### config.mk
export PLATFORM = sky130hd
export DESIGN_NAME = oaht_ctrl
export DESIGN_NICKNAME = d
export VERILOG_FILES = /design/src/rtl/oaht_pkg.sv /design/src/rtl/oaht_ctrl.sv
export VERILOG_INCLUDE_DIRS = /design/src /design/src/rtl
export SDC_FILE = /design/constraint.sdc
export NUM_CORES = 1
export LEC_CHECK = 0
export BUFFER_PORTS_ARGS = -buffer_cell sky130_fd_sc_hd__buf_2
export CELL_PAD_IN_SITES_DETAIL_PLACEMENT = 0
export CELL_PAD_IN_SITES_GLOBAL_PLACEMENT = 1
export CORE_MARGIN = 2
export CORE_UTILIZATION = 36
export DETAILED_ROUTE_END_ITERATION = 6
export PLACE_DENSITY = 0.86
export SLEW_MARGIN = 10
export SYNTH_ARGS = -nofsm -noshare
export SYNTH_HDL_FRONTEND = slang
export SYNTH_SLANG_ARGS = --single-unit
### constraint.sdc
create_clock -name aclk -period 2.5 [get_ports aclk]
set_input_delay 0.125 -clock aclk [delete_from_list [all_inputs] [get_ports aclk]]
set_output_delay 0.125 -clock aclk [all_outputs]
set_load 0.1 [all_outputs]
### src/rtl/open_addressing_hash_table_macros.svh
// ----------------------------------------------------------------------------
// Assertion macros for the open addressing hash table
// Shared concurrent-check wrappers with a synchronous active-low reset.
// ----------------------------------------------------------------------------
`ifndef OPEN_ADDRESSING_HASH_TABLE_MACROS_SVH
`define OPEN_ADDRESSING_HASH_TABLE_MACROS_SVH

// Same-cycle implication
`define OAHT_ASSERT_IMPL(label, clk, rst_n, ante, cons, msg) \
    label: assert property (@(posedge clk) disable iff (!(rst_n)) (ante) |-> (cons)) \
        else $error(msg);

// Next-cycle implication
`define OAHT_ASSERT_NEXT(label, clk, rst_n, ante, cons, msg) \
    label: assert property (@(posedge clk) disable iff (!(rst_n)) (ante) |=> (cons)) \
        else $error(msg);

`endif

### src/rtl/oaht_pkg.sv
// ----------------------------------------------------------------------------
// oaht_pkg
// Types and constants shared by the hash table controller and datapath.
// ----------------------------------------------------------------------------
package oaht_pkg;

    localparam int KEY_W     = 32;
    localparam int HASH_W    = 32;
    localparam int VALUE_W   = 64;
    localparam int COUNT_W   = 9;
    localparam int LIMIT_W   = 8;
    localparam int STATUS_W  = 3;
    localparam int OP_W      = 2;
    localparam int S_TDATA_W = 136;
    localparam int M_TDATA_W = 80;

    // Hash reduction for slot counts that are not a power of two
    localparam int MOD_CHUNK = 8;
    localparam int MOD_STEPS = HASH_W / MOD_CHUNK;

    localparam logic [LIMIT_W-1:0] LOAD_LIMIT_RESET = 8'd192;

    typedef enum logic [OP_W-1:0] {
        OP_SET   = 2'd0,
        OP_GET   = 2'd1,
        OP_DEL   = 2'd2,
        OP_CLEAR = 2'd3
    } op_t;

    typedef enum logic [STATUS_W-1:0] {
        STAT_INSERTED = 3'd0,
        STAT_UPDATED  = 3'd1,
        STAT_FOUND    = 3'd2,
        STAT_MISSING  = 3'd3,
        STAT_FULL     = 3'd4,
        STAT_DELETED  = 3'd5
    } status_t;

    // Controller to datapath
    typedef struct packed {
        logic accept;      // latch the input transaction
        logic mod_step;    // advance the hash reduction
        logic probe_init;  // read the first slot of the probe
        logic probe_step;  // evaluate one slot, read the next
        logic sweep_step;  // clear one slot of the key store
        logic commit;      // update the table and load the result
    } oaht_cmd_t;

    // Datapath to controller
    typedef struct packed {
        logic mod_done;
        logic is_clear;
        logic trivial;     // answer without probing
        logic probe_stop;
        logic sweep_last;
        logic out_free;
    } oaht_sts_t;

endpackage

### src/rtl/oaht_ctrl.sv
// ----------------------------------------------------------------------------
// oaht_ctrl
// Sequencer for one table operation: hash reduction, probe, commit, sweep.
// ----------------------------------------------------------------------------
`include "open_addressing_hash_table_macros.svh"

module oaht_ctrl
    import oaht_pkg::*;
(
    input  logic      aclk,
    input  logic      aresetn,
    input  logic      s_tvalid,
    output logic      s_tready,
    input  oaht_sts_t sts,
    output oaht_cmd_t cmd
);

    typedef enum logic [6:0] {
        S_INIT   = 7'b0000001,
        S_IDLE   = 7'b0000010,
        S_HASH   = 7'b0000100,
        S_START  = 7'b0001000,
        S_PROBE  = 7'b0010000,
        S_WIPE   = 7'b0100000,
        S_COMMIT = 7'b1000000
    } state_t;

    state_t state_reg, state_next;

    assign s_tready = (state_reg == S_IDLE);

    // Next state
    always_comb begin
        state_next = state_reg;
        unique case (state_reg)
            S_INIT: begin
                if (sts.sweep_last) state_next = S_IDLE;
            end
            S_IDLE: begin
                if (s_tvalid) state_next = S_HASH;
            end
            S_HASH: begin
                if (sts.is_clear)     state_next = S_WIPE;
                else if (sts.trivial) state_next = S_COMMIT;
                else if (sts.mod_done) state_next = S_START;
            end
            S_START: begin
                state_next = S_PROBE;
            end
            S_PROBE: begin
                if (sts.probe_stop) state_next = S_COMMIT;
            end
            S_WIPE: begin
                if (sts.sweep_last) state_next = S_COMMIT;
            end
            S_COMMIT: begin
                if (sts.out_free) state_next = S_IDLE;
            end
            default: begin
                state_next = S_INIT;
            end
        endcase
    end

    always_ff @(posedge aclk) begin
        if (!aresetn) begin
            state_reg <= S_INIT;
        end else begin
            state_reg <= state_next;
        end
    end

    // Commands
    always_comb begin
        cmd            = '0;
        cmd.accept     = s_tvalid && (state_reg == S_IDLE);
        cmd.mod_step   = (state_reg == S_HASH);
        cmd.probe_init = (state_reg == S_START);
        cmd.probe_step = (state_reg == S_PROBE);
        cmd.sweep_step = (state_reg == S_INIT) || (state_reg == S_WIPE);
        cmd.commit     = (state_reg == S_COMMIT) && sts.out_free;
    end

    `OAHT_ASSERT_NEXT(a_accept_hash, aclk, aresetn, s_tvalid && s_tready, state_reg == S_HASH, "accepted transaction did not start hashing")
    `OAHT_ASSERT_NEXT(a_wipe_commit, aclk, aresetn, (state_reg == S_WIPE) && sts.sweep_last, state_reg == S_COMMIT, "clear sweep did not end in commit")
    `OAHT_ASSERT_NEXT(a_probe_hold, aclk, aresetn, (state_reg == S_PROBE) && !sts.probe_stop, state_reg == S_PROBE, "probe left before a stop")

endmodule

* Word level (Yosys, flattened, before mapping)
Index checks and enable logic that the tools add are counted.
Storage, ports and cells: output and inout bits 7, word-level logic and storage cells 27, register bits 7
Operators by class: multiplexer cells 9, reductions and logical operators 4, equal/unequal tests 13
Operators with widths (number):
- $mux W7 | 8
- $pmux W7 S7 | 1
- $ne A2 B2 Y1 const B | 5
- $eq A7 B1 Y1 const B | 1
- $eq A7 B2 Y1 const B | 1
- $eq A7 B3 Y1 const B | 1
- $eq A7 B4 Y1 const B | 1
- $eq A7 B5 Y1 const B | 1
- $eq A7 B6 Y1 const B | 1
- $eq A7 B7 Y1 const B | 1
- $reduce_and A6 Y1 | 1
- $ne A4 B4 Y1 const B | 1
- $logic_and A1 B1 Y1 | 2
- $logic_or A1 B1 Y1 | 1

* Longest topological paths before layout
Gate-level depths: netlist of run 1.
depth in word-level cells 4, mapped depth 5

* Worst setup path before layout of run 1
No wires, ideal clock.
kind register -> register, start point register state_reg[1], end point register state_reg[0], data required time 2.351 ns, setup slack -1.861 ns, library setup time 0.149 ns, stages on the path, launching flop included 5, arrival 4.212 ns, path through dfxtp_1 or3_1 nor4_1 or4_1 o221ai_1
RTL lines:
- start, declared | RTL line oaht_ctrl.sv:28 | state_t state_reg, state_next;
- start signal, assigned | RTL line oaht_ctrl.sv:69 | state_reg <= state_next;

==> out/results.ini, run 1 <==
[worst_setup_path]
critPathMaxStageDelay_ns = 0.51
endpoint_kind = output port
crit_chain = or3_1 -> nor3_4 -> and2_2 -> buf_2
crit_slowest_cell = or3_1
worst_setup_path_start_kind = register
cp_max_fo = 5
path_class = reg2out
required_ns = 2.38
cp_data_arrival_time_ns = 1.95
r2r_cells = 4

[place]
dp_slack_ns = 0.6883
post-place-cells = 85
portBuffers = 15
dpl_cell_area_sq_um = 609.3
dp_hpwl_um = 846.5
place.gp.congestion = 0.7701

[yosys]
synth_warnings = 0
synthSimpleGateAreaFrac_pct = 51.14
synth.largest_area_cell = dfxtp_1
synth_edf_count = 0
synth_cells = 57
synthMuxAreaShare_pct = 2.025
synth_compound_area_share_pct = 9.873
yosysUniqueCellTypes = 31
avgSynthCellArea_sq_um = 8.671
yosys.area_share.adder_pct = 0
yosysMostFrequentCell = dfxtp_1
synth-seq-cells = 7
synth-async-reset-ratio_pct = 0
synth.area.top_cells = dfxtp_1 (28%), xnor2_1 (5.3%), nor4_2 (5.1%)
yosys.area_share.xor_xnor_pct = 5.316
synth_top_family_by_area = simple AND/OR/NAND/NOR gates
syn-num-nets = 66
synthTopCellsByCount = dfxtp_1 (7), nand2_1 (5), or3_1 (4)
ys_seq_area_share_pct = 28.35
synth_area_sq_um = 494.2
synth.top_cell.area_share_pct = 28.35
synth_ff_type = dfxtp_1

[finish]
synthToLayoutAreaGrowth_pct = 28.61
fin_nets = 84
fill_cells = 135
final_util_pct = 49.46
antennaDiodeCount = 0
layout-drive-gt1-share_pct = 43.24
fin_cells = 89
regArea_sq_um = 140.1
largest_reg_flops = 7
postLayoutCellArea_sq_um = 635.6
multi_input_area_sq_um = 367.9

[clock_tree]
htree_levels = 1
clockRootBuffer = clkbuf_4
cts.path.max_buffers = 2
postCtsSetupBuffers = 0
clk_pin_slew_ns = 0.05
cts_tree = yes
cts.sinks = 7
worstSkewPairLatency_ns = 0.25
cts_resized = 0
ctsHoldBuffers = 0
cts-buffers-inserted = 3

[power_and_ir_drop]
switchingPower_mw = 0.3292
p_sw_share_pct = 52.78
p_int_mw = 0.2945
pwr-share-comb_pct = 58.4
pwr-share-seq_pct = 25.7
vdd_drop_max_v = 0.0004256
p_leak_nw = 0.2525
clkPwrFrac_pct = 16.0
p_per_area_nw_per_um2 = 981.3

[timing]
final.period_utilization_pct = 83.05
slew_violations = 0
fin_worst_skew_ns = 0.001047
final_hold_viol_count = 0
finalWorstSetupSlack_ns = 0.4238
period_needed_ns = 2.076
setup_viol_count_final = 0
max_freq_mhz = 481.6
rsz0062_at_grt = false
tightest_slew_ns = 0.6041
slew_headroom_pct = 59.39

[die]
initial_utilization_pct = 38.46
fp.dieW_um = 41.05
dieHeight_um = 41.05
io_pins = 16
rows = 13
core_area_sq_um = 1285
fp.dieArea_sq_um = 1685

[drt]
dr.pass1.iters = 4
drc = 0
drtAntennaViolNets = 0
routed_wl_mm = 1.090
routed_via_density = 5.640
vias = 502
avgRoutedWirePerCell_um = 12.25
drt-initial-drc-count = 10

[global_routing]
grt_max_degree = 12
grt_overflow_total = 0
grt_pass1_vias = 431
grt_pass1_wl_mm = 1.863
antenna_found_initial = 0
grtUsageTotal_pct = 17.00

[flow_run]
drv_cap = 0

[worst_hold_path]
hold-path-cell-count = 3
hp-class = in2reg

[status]
status = completed

power groups by stage:
stage / combinational [mW] / clock (mW) / sequential, mW
after floorplan: 0.315 / 0 / 0.155
after global placement: 0.364 / 0 / 0.163
after detailed placement: 0.365 / 0 / 0.163
after CTS: 0.367 / 0.105 / 0.161
after global routing: 0.388 / 0.112 / 0.166
final: 0.364 / 0.0996 / 0.160
routing by layer:
layer / wire, um / GRT usage (%) / share of wire, % / vias to the layer above
met5: 0 / 0 / 0 / -
met4: 22 / 10.00 / 2.0 / 0
met3: 93 / 1.630 / 8.5 / 2
met2: 469 / 25.39 / 43 / 22
met1: 505 / 23.23 / 46 / 226
li1: - / - / - / 252
layout make-up:
class,count,share of cell area [%]
multi-input combinational,46,57.87
sequential,7,22.05
timing repair buffer,15,11.81
clock buffer,4,4.134
tap,15,2.953
inverter,2,1.181
cells in the final DEF, fill, tap and decap left out, types with 2 or more instances in the layout:
| master | n |
|---|---|
| buf_2 | 15 |
| clkbuf_4 | 3 |
| dfxtp_1 | 7 |
| inv_1 | 2 |
| nand2_1 | 5 |
| nor2_1 | 2 |
| nor3_1 | 2 |
| nor4_2 | 4 |
| o21ai_0 | 3 |
| or2_2 | 2 |
| or3_1 | 4 |
| or4_1 | 2 |
| xnor2_1 | 3 |
per-stage QoR:
step	hold slack [ns]	TNS [ns]	power, mW
2_1_floorplan	0.2554	-1.467	0.4697
3_3_place_gp	0.4026	0	0.5276
3_5_place_dp	0.3998	0	0.5288
4_1_cts	0.1391	0	0.6324
5_1_grt	0.1514	0	0.6657
6_report	0.1435	0	0.6237
critical path: cells and delay by family (launching register included):
kind	cells	cell delay (ns)
buf+inv	1	0.42
flops	1	0.35
simple gates	3	0.94
worst paths after layout:
kind / slack [ns] / startpoint / to
hold / removal: 0.14 / sts[4] / state_reg[5]
hold reg to reg: 0.56 / state_reg[5] / state_reg[5]
setup / recovery: 0.42 / state_reg[2] / cmd[5]
setup reg to reg: 0.70 / state_reg[4] / state_reg[0]
cells by family (layout without fill, tap and decap cells):
logic type | count (synthesis) | after routing
compound gates | 7 | 7
xor+xnor | 3 | 3
buf+inv | 4 | 21
flops | 7 | 7
mux | 1 | 1
simple gates | 35 | 35
No activity file was read; power rests on OpenSTA's default activity.
==> inputs of run 2 (changes only) <==
- CORE_ASPECT_RATIO: default -> 1.1
- CORE_UTILIZATION: 36 -> 31
- PLACE_DENSITY: 0.86 -> 0.79
- clock period: 2.5 -> 1.8 ns (I/O delays scaled with it)
==> out/results.ini, run 2 (synthesis gave the netlist of run 1 again) <==
[power_and_ir_drop]
vdd_drop_max_v = 0.0007321
p_leak_nw = 0.3178
switchingPower_mw = 0.5213
pwr-share-seq_pct = 22.5
clkPwrFrac_pct = 13.0
p_per_area_nw_per_um2 = 1233
p_sw_share_pct = 49.40
pwr-share-comb_pct = 64.5
p_int_mw = 0.5340

[global_routing]
grt_util_met1_pct = 16.11
grt_pass1_vias = 481
grt_max_degree = 12
grtUsageTotal_pct = 13.71
gr-usage-met2_pct = 25.62
grt_overflow_total = 0
top_usage_layer = met2
grt.met3_usage_pct = 1.587
grt_pass1_wl_mm = 1.980
antenna_found_initial = 0

[finish]
fin_cells = 97
layout_commonest_cell = buf_2
layout-drive-gt1-share_pct = 57.50
antennaDiodeCount = 0
synthToLayoutAreaGrowth_pct = 73.16
fin_nets = 90
final_cell_mix = buf_2 (8), buf_12 (7), buf_4 (6)
largest_reg_flops = 7

[die]
initial_utilization_pct = 32.11
core_area_sq_um = 1539
io_pins = 16
fp.dieW_um = 42.07
fp.dieArea_sq_um = 1930
rows = 15
dieHeight_um = 45.88

[drt]
vias = 521
routed_via_density = 5.371
avgRoutedWirePerCell_um = 13.26
drt-initial-drc-count = 7
drc = 0
routed_wl_mm = 1.286
drtAntennaViolNets = 0
dr.pass1.iters = 3

[worst_setup_path]
endpoint_kind = output port
cp_max_fo = 5
worst_setup_path_start_kind = register
cp_data_arrival_time_ns = 1.66
timing.rr.end = state_reg[1]
required_ns = 1.71
rrSetupSlack_ns = 0.06
path_class = reg2out
timing.rr.start = state_reg[0]
r2r_cells = 4

[timing]
slew_headroom_pct = 72.95
rsz0062_at_grt = true
max_freq_mhz = 571.8
tightest_slew_ns = 0.4027
final_hold_viol_count = 0
period_needed_ns = 1.749
fin_worst_skew_ns = 0.001114
slew_violations = 0
final.period_utilization_pct = 97.16
whs_ns = 0.1036
setup_viol_count_final = 0

[status]
status = completed

[clock_tree]
ctsHoldBuffers = 0
htree_levels = 1
cts.path.max_buffers = 2
cts.sinks = 7
cts-buffers-inserted = 3
worstSkewPairLatency_ns = 0.24
clockRootBuffer = clkbuf_4
postCtsSetupBuffers = 0
clk_pin_slew_ns = 0.05
cts_tree = yes

[place]
dp_hpwl_mm = 1.022
portBuffers = 15
post-place-cells = 93
place.gp.congestion = 0.7704

[flow_run]
drv_cap = 0

[worst_hold_path]
hp-class = in2reg
hold_end = state_reg[5]
hold-path-cell-count = 3
hp-start = sts[4]

-- run 2: cell count changes in the layout (fill, tap and decap cells not counted), sizes merged --
cell  change
buf       +6
-- run 2: layer usage --
metal | vias to the layer above | part of all wire (%)
li1 | 263 | -
met1 | 245 | 44
met2 | 13 | 52
met3 | 0 | 4.1
met4 | 0 | 0
met5 | - | 0
-- run 2: worst max path at each step --
stage / end / slack, ns / cells after the start / from
floorplan: state_reg[0] / -0.55 / 4 / state_reg[1]
global placement: state_reg[1] / 0.09 / 4 / state_reg[0]
detailed placement: state_reg[1] / 0.09 / 4 / state_reg[0]
CTS: cmd[2] / 0.02 / 4 / state_reg[3]
global route: cmd[5] / -0.01 / 4 / state_reg[2]
finish: cmd[5] / 0.05 / 4 / state_reg[2]
-- run 2: per-stage QoR --
step / worst slack (ns) / TNS (ns) / instance area, sq um / util [%] / total power, mW
finish: 0.05118 / 0 / 855.8 / 55.61 / 1.055
global route: -0.009776 / -0.01707 / 855.8 / 55.61 / 1.100
CTS: 0.01902 / 0 / 842.1 / 54.72 / 1.048
detailed placement: 0.09025 / 0 / 815.8 / 53.01 / 0.9094
global placement: 0.08856 / 0 / 815.8 / 53.01 / 0.9108
floorplan: -0.5466 / -2.786 / 578.1 / - / 0.7217
-- run 2: what timing repair did --
action | CTS | global route
resized for setup | 0 | 2
hold endpoints to repair | 0 | 0
pin swaps | 1 | 2
endpoints found under the setup margin | 1 | 3
-- run 2: layout make-up --
cell class	count	area [sq um]
Tap cell	17	21.27
Clock buffer	4	26.28
Fill cell	153	683.2
Timing Repair Buffer	21	225.2
Inverter	2	7.507
Multi-Input combinational cell	46	430.4
Sequential cell	7	145.1
-- run 2: power by group through the flow --
stage          Combinational [mW]  Sequential [mW]  Clock, mW
4_1_cts                     0.672            0.236      0.141
5_1_grt                     0.716            0.240      0.145
2_1_floorplan               0.498            0.224          0
3_3_place_gp                0.672            0.239          0
6_report                    0.681            0.238      0.137
3_5_place_dp                0.671            0.239          0
-- run 2: critical path, cell delays in order, from the launching register on --
cell,delay (ns)
dfxtp_2,0.35
or3_4,0.42
nor3_4,0.24
and2_4,0.23
buf_12,0.17
